$ cat src/hw/rtl/bqs_pkg.sv
// Package for the byte quantile selector.
// Holds the controller state type, register indexes and fixed field widths.
// No dependencies.
package bqs_pkg;

   localparam int unsigned SAMPLE_W = 8;
   localparam int unsigned BINS     = 256;
   localparam int unsigned RATIO_W  = 16;
   localparam int unsigned CSR_IDX_W = 1;

   localparam logic [CSR_IDX_W-1:0] CSR_RATIO_NUM = 1'b0;
   localparam logic [CSR_IDX_W-1:0] CSR_RATIO_DEN = 1'b1;

   localparam logic [RATIO_W-1:0] RATIO_NUM_RST = 16'd1;
   localparam logic [RATIO_W-1:0] RATIO_DEN_RST = 16'd2;

   typedef enum logic [2:0] {
      ST_CLR,
      ST_IDLE,
      ST_INC,
      ST_MUL,
      ST_DIV,
      ST_SCAN,
      ST_DONE
   } state_type;

endpackage

$ cat src/hw/rtl/bqs_if.sv
// Channel interfaces of the byte quantile selector: sample input, result, csr write.
// Depends on bqs_pkg for field widths.
interface bqs_req_if;
   logic                          valid;
   logic                          ready;
   logic [bqs_pkg::SAMPLE_W-1:0]  sample;
   logic                          last;
   modport source (output valid, sample, last, input ready);
   modport sink   (input valid, sample, last, output ready);
endinterface

interface bqs_rsp_if;
   logic                          valid;
   logic                          ready;
   logic [bqs_pkg::SAMPLE_W-1:0]  quantile_value;
   logic                          overflow;
   modport source (output valid, quantile_value, overflow, input ready);
   modport sink   (input valid, quantile_value, overflow, output ready);
endinterface

interface bqs_csr_if;
   logic                          valid;
   logic                          ready;
   logic [bqs_pkg::CSR_IDX_W-1:0] idx;
   logic [bqs_pkg::RATIO_W-1:0]   wdata;
   modport source (output valid, idx, wdata, input ready);
   modport sink   (input valid, idx, wdata, output ready);
endinterface

$ cat src/hw/rtl/bqs_ram.sv
// Generic simple dual-port RAM, one write and one registered read port.
// No dependencies.
module bqs_ram #(
   parameter int unsigned WIDTH = 8,
   parameter int unsigned DEPTH = 256
) (
   input  logic                     clock,
   input  logic                     we,
   input  logic [$clog2(DEPTH)-1:0] waddr,
   input  logic [WIDTH-1:0]         wdata,
   input  logic                     re,
   input  logic [$clog2(DEPTH)-1:0] raddr,
   output logic [WIDTH-1:0]         rdata
);

   logic [WIDTH-1:0] mem [DEPTH];
   logic [WIDTH-1:0] rdata_ff;

   always_ff @(posedge clock) begin
      if (we) begin
         mem[waddr] <= wdata;
      end
      if (re) begin
         rdata_ff <= mem[raddr];
      end
   end

   assign rdata = rdata_ff;

endmodule

$ cat src/hw/rtl/byte_quantile_select_top.sv
// Byte quantile selector. Samples of a set are tallied into a 256-bin histogram
// RAM; each beat reads its sample's bin, then writes it incremented (when the set
// is full, beats only flag overflow). The beat flagged last closes the set: n*num
// is formed, a restoring divider runs (skipped when num >= den or n is 0), and a
// scan of all 256 bins that also zeroes them follows; the result then goes into the
// output register once free. After reset a pass clears the RAM before any sample.
// Depends on bqs_pkg, bqs_if and bqs_ram.
module byte_quantile_select_top #(
   parameter int unsigned MAX_SAMPLES = 4096
) (
   input  logic           clock,
   input  logic           reset,
   bqs_req_if.sink        req_ch,
   bqs_rsp_if.source      rsp_ch,
   bqs_csr_if.sink        csr_ch
);

   localparam int unsigned CNT_W  = $clog2(MAX_SAMPLES + 1);
   localparam int unsigned PROD_W = CNT_W + bqs_pkg::RATIO_W;
   localparam int unsigned DIV_W  = $clog2(PROD_W + 1);
   localparam int unsigned BIN_AW = $clog2(bqs_pkg::BINS);
   localparam int unsigned SCAN_W = BIN_AW + 1;

   bqs_pkg::state_type state_ff, state_in;

   logic [bqs_pkg::RATIO_W-1:0] ratio_num_ff, ratio_den_ff;
   logic [CNT_W-1:0]            set_count_ff, set_count_in;
   logic                        overflowed_ff, overflowed_in;
   logic                        last_ff, last_in;
   logic [BIN_AW-1:0]           bin_ff, bin_in;
   logic [CNT_W-1:0]            k_ff, k_in;
   logic [bqs_pkg::RATIO_W:0]   rem_ff, rem_in;
   logic [PROD_W-1:0]           quo_ff, quo_in;
   logic [DIV_W-1:0]            div_ff, div_in;
   logic [SCAN_W-1:0]           scan_ff, scan_in;
   logic                        pend_ff, pend_in;
   logic [BIN_AW-1:0]           pend_addr_ff, pend_addr_in;
   logic [CNT_W-1:0]            seen_ff, seen_in;
   logic                        found_ff, found_in;
   logic [BIN_AW-1:0]           result_ff, result_in;
   logic                        rsp_valid_ff, rsp_valid_in;
   logic [bqs_pkg::SAMPLE_W-1:0] rsp_value_ff, rsp_value_in;
   logic                        rsp_ovf_ff, rsp_ovf_in;

   logic                        ram_we, ram_re;
   logic [BIN_AW-1:0]           ram_waddr, ram_raddr;
   logic [CNT_W-1:0]            ram_wdata, ram_rdata;

   logic                        req_fire, full, ratio_ge, div_done, scan_end, out_free;
   logic [PROD_W-1:0]           prod;
   logic [bqs_pkg::RATIO_W:0]   rem_sh, rem_diff;
   logic [CNT_W-1:0]            seen_sum;

   bqs_ram #(
      .WIDTH (CNT_W),
      .DEPTH (bqs_pkg::BINS)
   ) u_hist (
      .clock (clock),
      .we    (ram_we),
      .waddr (ram_waddr),
      .wdata (ram_wdata),
      .re    (ram_re),
      .raddr (ram_raddr),
      .rdata (ram_rdata)
   );

   assign req_ch.ready = (state_ff == bqs_pkg::ST_IDLE);
   assign csr_ch.ready = 1'b1;
   assign req_fire     = req_ch.valid && req_ch.ready;
   assign full         = (set_count_ff == CNT_W'(MAX_SAMPLES));
   assign ratio_ge     = (ratio_num_ff >= ratio_den_ff);
   assign prod         = PROD_W'(set_count_ff) * PROD_W'(ratio_num_ff);
   assign rem_sh       = {rem_ff[bqs_pkg::RATIO_W-1:0], quo_ff[PROD_W-1]};
   assign rem_diff     = rem_sh - {1'b0, ratio_den_ff};
   assign div_done     = (div_ff == '0);
   assign scan_end     = scan_ff[BIN_AW] && pend_ff;
   assign seen_sum     = seen_ff + ram_rdata;
   assign out_free     = !rsp_valid_ff || rsp_ch.ready;

   // next state
   always_comb begin
      state_in = state_ff;
      case (state_ff)
         bqs_pkg::ST_CLR: begin
            if (scan_ff[BIN_AW-1:0] == BIN_AW'(bqs_pkg::BINS - 1)) begin
               state_in = bqs_pkg::ST_IDLE;
            end
         end
         bqs_pkg::ST_IDLE: begin
            if (req_fire) begin
               if (!full) begin
                  state_in = bqs_pkg::ST_INC;
               end else if (req_ch.last) begin
                  state_in = bqs_pkg::ST_MUL;
               end
            end
         end
         bqs_pkg::ST_INC: begin
            state_in = last_ff ? bqs_pkg::ST_MUL : bqs_pkg::ST_IDLE;
         end
         bqs_pkg::ST_MUL: begin
            if (ratio_ge || set_count_ff == '0) begin
               state_in = bqs_pkg::ST_SCAN;
            end else begin
               state_in = bqs_pkg::ST_DIV;
            end
         end
         bqs_pkg::ST_DIV: begin
            if (div_done) begin
               state_in = bqs_pkg::ST_SCAN;
            end
         end
         bqs_pkg::ST_SCAN: begin
            if (scan_end) begin
               state_in = bqs_pkg::ST_DONE;
            end
         end
         bqs_pkg::ST_DONE: begin
            if (out_free) begin
               state_in = bqs_pkg::ST_IDLE;
            end
         end
         default: state_in = bqs_pkg::ST_CLR;
      endcase
   end

   // datapath and RAM control
   always_comb begin
      set_count_in  = set_count_ff;
      overflowed_in = overflowed_ff;
      last_in       = last_ff;
      bin_in        = bin_ff;
      k_in          = k_ff;
      rem_in        = rem_ff;
      quo_in        = quo_ff;
      div_in        = div_ff;
      scan_in       = scan_ff;
      pend_in       = 1'b0;
      pend_addr_in  = pend_addr_ff;
      seen_in       = seen_ff;
      found_in      = found_ff;
      result_in     = result_ff;
      rsp_valid_in  = rsp_valid_ff && !rsp_ch.ready;
      rsp_value_in  = rsp_value_ff;
      rsp_ovf_in    = rsp_ovf_ff;
      ram_we        = 1'b0;
      ram_waddr     = bin_ff;
      ram_wdata     = '0;
      ram_re        = 1'b0;
      ram_raddr     = req_ch.sample;
      case (state_ff)
         bqs_pkg::ST_CLR: begin
            ram_we    = 1'b1;
            ram_waddr = scan_ff[BIN_AW-1:0];
            scan_in   = scan_ff + SCAN_W'(1);
         end
         bqs_pkg::ST_IDLE: begin
            if (req_fire) begin
               last_in = req_ch.last;
               bin_in  = req_ch.sample;
               if (full) begin
                  overflowed_in = 1'b1;
               end else begin
                  ram_re       = 1'b1;
                  set_count_in = set_count_ff + CNT_W'(1);
               end
            end
         end
         bqs_pkg::ST_INC: begin
            ram_we    = 1'b1;
            ram_wdata = ram_rdata + CNT_W'(1);
         end
         bqs_pkg::ST_MUL: begin
            if (set_count_ff == '0) begin
               k_in = '0;
            end else begin
               k_in = set_count_ff - CNT_W'(1);
            end
            rem_in   = '0;
            quo_in   = prod;
            div_in   = DIV_W'(PROD_W);
            scan_in  = '0;
            seen_in  = '0;
            found_in = 1'b0;
            result_in = '0;
         end
         bqs_pkg::ST_DIV: begin
            if (div_done) begin
               k_in = quo_ff[CNT_W-1:0];
            end else begin
               div_in = div_ff - DIV_W'(1);
               if (rem_sh >= {1'b0, ratio_den_ff}) begin
                  rem_in = rem_diff;
                  quo_in = {quo_ff[PROD_W-2:0], 1'b1};
               end else begin
                  rem_in = rem_sh;
                  quo_in = {quo_ff[PROD_W-2:0], 1'b0};
               end
            end
         end
         bqs_pkg::ST_SCAN: begin
            if (!scan_ff[BIN_AW]) begin
               ram_re       = 1'b1;
               ram_raddr    = scan_ff[BIN_AW-1:0];
               scan_in      = scan_ff + SCAN_W'(1);
               pend_in      = 1'b1;
               pend_addr_in = scan_ff[BIN_AW-1:0];
            end
            if (pend_ff) begin
               ram_we    = 1'b1;
               ram_waddr = pend_addr_ff;
               seen_in   = seen_sum;
               if (!found_ff && seen_sum > k_ff) begin
                  found_in  = 1'b1;
                  result_in = pend_addr_ff;
               end
            end
         end
         bqs_pkg::ST_DONE: begin
            if (out_free) begin
               rsp_valid_in  = 1'b1;
               rsp_value_in  = result_ff;
               rsp_ovf_in    = overflowed_ff;
               set_count_in  = '0;
               overflowed_in = 1'b0;
            end
         end
         default: begin
            scan_in = '0;
         end
      endcase
   end

   always_ff @(posedge clock) begin
      if (reset) begin
         state_ff      <= bqs_pkg::ST_CLR;
         ratio_num_ff  <= bqs_pkg::RATIO_NUM_RST;
         ratio_den_ff  <= bqs_pkg::RATIO_DEN_RST;
         set_count_ff  <= '0;
         overflowed_ff <= 1'b0;
         scan_ff       <= '0;
         pend_ff       <= 1'b0;
         div_ff        <= '0;
         found_ff      <= 1'b0;
         rsp_valid_ff  <= 1'b0;
      end else begin
         state_ff      <= state_in;
         set_count_ff  <= set_count_in;
         overflowed_ff <= overflowed_in;
         scan_ff       <= scan_in;
         pend_ff       <= pend_in;
         div_ff        <= div_in;
         found_ff      <= found_in;
         rsp_valid_ff  <= rsp_valid_in;
         if (csr_ch.valid && csr_ch.ready) begin
            case (csr_ch.idx)
               bqs_pkg::CSR_RATIO_NUM: ratio_num_ff <= csr_ch.wdata;
               bqs_pkg::CSR_RATIO_DEN: ratio_den_ff <= csr_ch.wdata;
               default: ;
            endcase
         end
      end
   end

   always_ff @(posedge clock) begin
      last_ff      <= last_in;
      bin_ff       <= bin_in;
      k_ff         <= k_in;
      rem_ff       <= rem_in;
      quo_ff       <= quo_in;
      pend_addr_ff <= pend_addr_in;
      seen_ff      <= seen_in;
      result_ff    <= result_in;
      rsp_value_ff <= rsp_value_in;
      rsp_ovf_ff   <= rsp_ovf_in;
   end

   assign rsp_ch.valid          = rsp_valid_ff;
   assign rsp_ch.quantile_value = rsp_value_ff;
   assign rsp_ch.overflow       = rsp_ovf_ff;

endmodule
$ cat src/flat_wrapper.sv
// flat-port wrapper written by rule: the top's interface ports become plain ports
module byte_quantile_select_top_flat 
#(
   parameter int unsigned MAX_SAMPLES = 4096
)
  (clock, reset, req_ch_valid, req_ch_sample, req_ch_last, req_ch_ready, rsp_ch_valid, rsp_ch_quantile_value, rsp_ch_overflow, rsp_ch_ready, csr_ch_valid, csr_ch_idx, csr_ch_wdata, csr_ch_ready);
  bqs_req_if req_ch_i ();
  bqs_rsp_if rsp_ch_i ();
  bqs_csr_if csr_ch_i ();
  input  logic clock;
  input  logic reset;
  input wire logic [$bits(req_ch_i.valid)-1:0] req_ch_valid;
  input wire logic [$bits(req_ch_i.sample)-1:0] req_ch_sample;
  input wire logic [$bits(req_ch_i.last)-1:0] req_ch_last;
  output wire logic [$bits(req_ch_i.ready)-1:0] req_ch_ready;
  output wire logic [$bits(rsp_ch_i.valid)-1:0] rsp_ch_valid;
  output wire logic [$bits(rsp_ch_i.quantile_value)-1:0] rsp_ch_quantile_value;
  output wire logic [$bits(rsp_ch_i.overflow)-1:0] rsp_ch_overflow;
  input wire logic [$bits(rsp_ch_i.ready)-1:0] rsp_ch_ready;
  input wire logic [$bits(csr_ch_i.valid)-1:0] csr_ch_valid;
  input wire logic [$bits(csr_ch_i.idx)-1:0] csr_ch_idx;
  input wire logic [$bits(csr_ch_i.wdata)-1:0] csr_ch_wdata;
  output wire logic [$bits(csr_ch_i.ready)-1:0] csr_ch_ready;
  assign req_ch_i.valid = req_ch_valid;
  assign req_ch_i.sample = req_ch_sample;
  assign req_ch_i.last = req_ch_last;
  assign req_ch_ready = req_ch_i.ready;
  assign rsp_ch_valid = rsp_ch_i.valid;
  assign rsp_ch_quantile_value = rsp_ch_i.quantile_value;
  assign rsp_ch_overflow = rsp_ch_i.overflow;
  assign rsp_ch_i.ready = rsp_ch_ready;
  assign csr_ch_i.valid = csr_ch_valid;
  assign csr_ch_i.idx = csr_ch_idx;
  assign csr_ch_i.wdata = csr_ch_wdata;
  assign csr_ch_ready = csr_ch_i.ready;
  byte_quantile_select_top #(.MAX_SAMPLES(MAX_SAMPLES)) u_core (.clock(clock), .reset(reset), .req_ch(req_ch_i), .rsp_ch(rsp_ch_i), .csr_ch(csr_ch_i));
endmodule
$ cat config.mk
export PLATFORM = sky130hd
export DESIGN_NAME = byte_quantile_select_top_flat
export DESIGN_NICKNAME = d
export VERILOG_FILES = /design/src/hw/rtl/bqs_pkg.sv /design/src/hw/rtl/bqs_if.sv /design/src/hw/rtl/bqs_ram.sv /design/src/hw/rtl/byte_quantile_select_top.sv /design/src/flat_wrapper.sv
export SDC_FILE = /design/constraint.sdc
export NUM_CORES = 2
export LEC_CHECK = 0
export BUFFER_PORTS_ARGS = -buffer_cell sky130_fd_sc_hd__buf_2
export CORE_AREA = 3 3 517 519
export CTS_CLUSTER_DIAMETER = 120
export CTS_CLUSTER_SIZE = 10
export DETAILED_ROUTE_END_ITERATION = 12
export DIE_AREA = 0 0 520 522
export PLACE_DENSITY = 0.71
export RECOVER_POWER = 25
export SLEW_MARGIN = 20
export SYNTH_ARGS = -nofsm -noshare
export SYNTH_HDL_FRONTEND = slang
export SYNTH_HIERARCHICAL = 1
export SYNTH_SLANG_ARGS = --single-unit
$ cat constraint.sdc
create_clock -name clock -period 12.3 [get_ports clock]
set_input_delay 0 -clock clock [delete_from_list [all_inputs] [get_ports clock]]
set_output_delay 0 -clock clock [all_outputs]
set_load 0.01 [all_outputs]
# Word level (Yosys, flattened, before mapping)
# Memory sizes are Yosys's and may differ from the RTL's. A register that Yosys moved wholly into a read port is not among the register bits.
# Index checks and enable logic that the tools add are counted.
# totals
romBits,0
in_bits,31
latchBits,0
ramBits,3328
mem_count,1
regBits,171
# op_classes
mul,1
div,0
n_lt_le_gt_ge,3
n_reduce_logical,31
eq_ne,20
muxes,54
shifts,0
bitwise_logic,4
add_sub_neg,7
# memory_table
memory,depth,word_bits,read_ports,rd_ports_with_merged_regs,write_ports,line_no,source
u_core.u_hist.mem,256,13,1,1,1,bqs_ram.sv:16,logic [WIDTH-1:0] mem [DEPTH];
# ops
operator,count
$mux 13,7
$pmux 13 s2,3
$pmux 29 s2,1
$mux 8,5
$mux 16,2
$pmux 16 s2,1
$pmux 8 s2,2
$mul 13x16->29,1
$mux 29,1
$pmux 9 s3,1
$add 13x1->13 const B,2
$mux 3,7
$pmux 3 s7,1
$reduce_and 2->1,9
$ge 17x16->1,1
$ge 16x16->1,1
$sub 16x16->16,1
$mux 1,15
$add 13x13->13,1
$eq 13x13->1 const B,1
$gt 13x13->1,1
$logic_not 13->1,1
$sub 13x1->13 const B,1
$ne 2x1->1 const B,6
25 further kinds,48

# Logic depth before layout (Yosys ltp)
# logic_depth
ltp_word,6
mapped_depth,22
depth_no_buf,20

# Cells and area by module
# Netlist, hierarchy kept.
# by_module_without_submodules
module,n_inst,cells_per_inst,area_each_um2
bqs_ram,1,5729,128514.5
byte_quantile_select_top,1,1765,16044.1

# Least setup slack after synthesis
# No wires, ideal clock.
# synth_path
path_kind,reg2reg
startpoint,reg u_core.u_hist.rdata_ff[1] (netlist: u_core/u_hist/rdata[1]) (read register of u_core.u_hist.mem)
endpoint,"mem u_core/u_hist/mem[0][8] (netlist name), data pin"
path_slack_ps,3737
n_path_buf,0
arrival_time_ps,7168
path_stages_with_launch,7
cell_sequence,edfxtp_1 ha_1 and3_1 and3_1 nand3_1 xor2_1 nor2_1
# synth_via
elab_chain_cells,2
# synth_lines
element,line_no,source
from (decl),bqs_ram.sv:17,logic [WIDTH-1:0] rdata_ff;
$add 13x1->13,byte_quantile_select_top.sv:171,ram_wdata = ram_rdata + CNT_W'(1);
$mux 13,byte_quantile_select_top.sv:151,case (state_ff)
net u_core.ram_wdata[8],byte_quantile_select_top.sv:47,"logic [CNT_W-1:0] ram_wdata, ram_rdata;"
to (decl),bqs_ram.sv:16,
# The timed path passes the listed nets, and every way through them passes these cells.

# Final worst setup path
# layout_path
startpoint,reg u_core.u_hist.rdata_ff[1] (netlist: u_core/u_hist/rdata[1]) (read register of u_core.u_hist.mem)
endpoint,"mem u_core/u_hist/mem[1][1] (netlist name), data pin"
# The elaborated chain is that of the path after synthesis.

==> impl_results.md <==
* Status: finished with violations
* Failing checks: max-capacitance violations, max-slew violations
* Row count at approximately 190
* Initial antenna violation count at 14
* GRT Total Usage at 27.2%
* Worst-Margin Slew at 5.23 ns
* RePlAce Congestion at 0.881
* Die height at 522 um
* Dpl cell area at 150000 sq um
* Largest net degree at the start of global routing at around 260
* First-pass GRT wire length at 539000 um
* Post-CTS setup buffer count at 0
* Detail Route Antenna Nets at 0
* Layout Skew at 0.0784 ns
* CP Launch Type: register
* Warnings, synthesis at 6
* Yosys cell types at 87
* Final HPWL DP at 219000 um
* DRT iter0 DRCs at around 10000
* Pre-CTS setup slack at roughly 5.4 ns
* Leakage at around 47 nW
* Synth Cell Area at 145000 sq um
* Combinational Power Share at 5.6%
* Top FF cell, synth: edfxtp_1
* Syn Area/Cell at 19.3 sq um
* Area grow syn2layout at 11.1%
* I/O Buffers at 41
* Core Area at 263000 sq um
* Layout cells sized above 1 at 21.1%
* Pwr Density at 153 nW/um^2
* Starting density of the core at 55.1%
* Sequential area share after synthesis at 72.5%
* Drt pass-1 iters at 6
* H-tree depth reported by CTS at 5
* Tcrit/Tclk final at about 71%
* Final net count at 8184
* Crit-path max FO at 98
* Congestion Overflow GR at 0
* Fillers at 18200
* CTS clk-pin slew, worst paths at 0.06 ns
* CTS sink count at 3512
* Final Setup Violations at 0
* Tmin final at 8.73 ns
* Commonest cells after routing, fill and taps aside: edfxtp_1 (3446), mux4_2 (794), clkbuf_16 (400)
* Post-CTS Resized at 0
* Critical Path AT at 9.24 ns
* Met1 Use GR at 38.7%
* Yosys reg bits at 3512
* NetSw at 5.32 mW
* Internal at 19.3 mW
* Number of synthesized flops with an enable pin at 3446
* Pwr Total at 24.6 mW
* Chip width at 520 um
* Syn Nets at 7819
* Hold Path Class: input pin to register
* CP endpoint kind: register
* TritonCTS clock tree: done
* DRC errors left at 0
* Flop pwr share at 53.6%
* Maximum clock rate at roughly 0.11 GHz
* Max cap viols at 33
* Slew headroom at -249%
* Final hold vios at 0
* M2 GR Usage at 42.2%
* Peak VDD IR at 0.125 mV
* Clock root cell: clkbuf_16
* Slew Limit Fails at 2179
* Crit path kind: register to register
* Sw Share at a little over a fifth
* Total CTS buffers at 394
* Detailed Route WL at 370000 um
* Clk network pwr share at 40.8%
* Routed len/inst at 32.3 um
* GR Util met3 at 5.95%
* Synth Instances at 7494
* Busiest grt layer: met2
* Worst endpoint required time at 12.82 ns
* Setup TNS at 0 ns
* Async set or reset register ratio after synthesis at 0%
* RSZ-0062 raised after global routing: no
* Non-Filler Cell Area, Final at 161000 sq um
* Io pins at 43
* Vias after detailed routing at 75700
* Post-layout util at 61.2%
* Commonest non-fill, non-tap cell in the layout: edfxtp_1
* Clk buf depth at 4
* PnR worst setup slack at 3.57 ns
* Clock Latency Late Sink at 0.91 ns
* Vias in the first global route at 75900
* DR vias/cell at 6.62
* Die Area at 271000 sq um
-- power groups by stage --
stage	Combinational (mW)	Sequential, mW	Clock (mW)
floorplan	0.808	13.4	0
global placement	1.33	13.4	0
detailed placement	1.34	13.4	0
CTS	1.36	13.2	10.2
global route	1.42	13.2	10.7
finish	1.38	13.2	10.1
-- path summary, 6_finish.rpt --
path	depth (start not counted)	slack, ns	from	endpoint
hold reg to reg	0	0.42	u_core/result_ff[2]	u_core/rsp_ch.quantile_value[2]
setup / recovery	4	3.57	u_core/u_hist/rdata[1]	u_core/u_hist/mem[1][1]
hold / removal	6	0.17	req_ch_valid	u_core/overflowed_ff
setup reg to reg	4	3.57	u_core/u_hist/rdata[1]	u_core/u_hist/mem[1][1]
-- final cells by class --
cell class	count	area (sq um)	area share, %
clock inverters	19	368	0.229
multi-input cells	3299	36900	23.0
clock buffers	421	10100	6.28
inverters	259	975	0.607
well taps	3515	4400	2.74
diodes	15	37.5	0.0234
repair buffers	393	3060	1.91
flip-flops and latches	3512	105000	65.2
-- registers in the layout, summed over array words and instances (netlist names), 3 cells and up --
register / flops
u_core/scan_ff: 9
u_core/u_hist/rdata: 13
u_core/rem_ff: 16
u_core/rsp_ch.quantile_value: 8
u_core/ratio_num_ff: 16
u_core/k_ff: 13
u_core/state_ff: 3
u_core/quo_ff: 29
u_core/u_hist/mem: 3328
u_core/div_ff: 5
u_core/result_ff: 8
u_core/seen_ff: 13
u_core/ratio_den_ff: 16
u_core/bin_ff: 8
u_core/set_count_ff: 13
u_core/pend_addr_ff: 8
-- what timing repair did --
item	4_1_cts	5_1_grt
hold buffers	67	0
endpoints found under the hold margin	78	0
setup endpoints to repair	0	0
-- logic make-up after synthesis --
family	after synthesis	share of synthesized area [%]
flip-flops	3512	72.5
AND/OR/NAND/NOR	1128	3.61
multiplexers	1059	14.2
AO/OA/AOI/OAI	736	3.55
buffers and inverters	683	2.29
adder cells (fa/ha/maj)	294	3.35
XOR/XNOR	81	0.491
other	1	0.00259
-- cells in the mapped netlist (50+ instances only) --
cell,number,share of area (%)
a21oi_1,176,0.61
a221oi_1,55,0.33
a22oi_1,76,0.39
and2_1,118,0.51
buf_2,71,0.25
clkbuf_1,219,0.57
dfxtp_1,66,0.91
edfxtp_1,3446,72
fa_1,156,2.2
ha_1,138,1.2
inv_1,258,0.67
mux2i_1,255,1.8
mux4_2,794,12
nand2_1,358,0.93
nor2_1,371,0.96
nor2b_1,50,0.22
o21ai_0,79,0.27
o221ai_1,71,0.43
-- stage by stage --
step	hold slack, ns	cells
6_report	0.165	11400
4_1_cts	0.108	11400
2_1_floorplan	0.0989	7494
5_1_grt	0.194	11400
3_3_place_gp	0.221	10900
3_5_place_dp	0.210	10900
-- critical path, stage by stage (launching register included) --
cell and delay (ns):
edfxtp_1 0.66, ha_1 0.41, and3_1 2.35, clkbuf_1 3.45
buf_4 1.03
-- layer usage --
layer	vias to the layer above	routed length [um]
met5	-	51
met4	6	15000
met3	737	40800
met2	4438	174000
met1	39900	139000
li1	30600	-
Power figures use the tool's default switching activity.
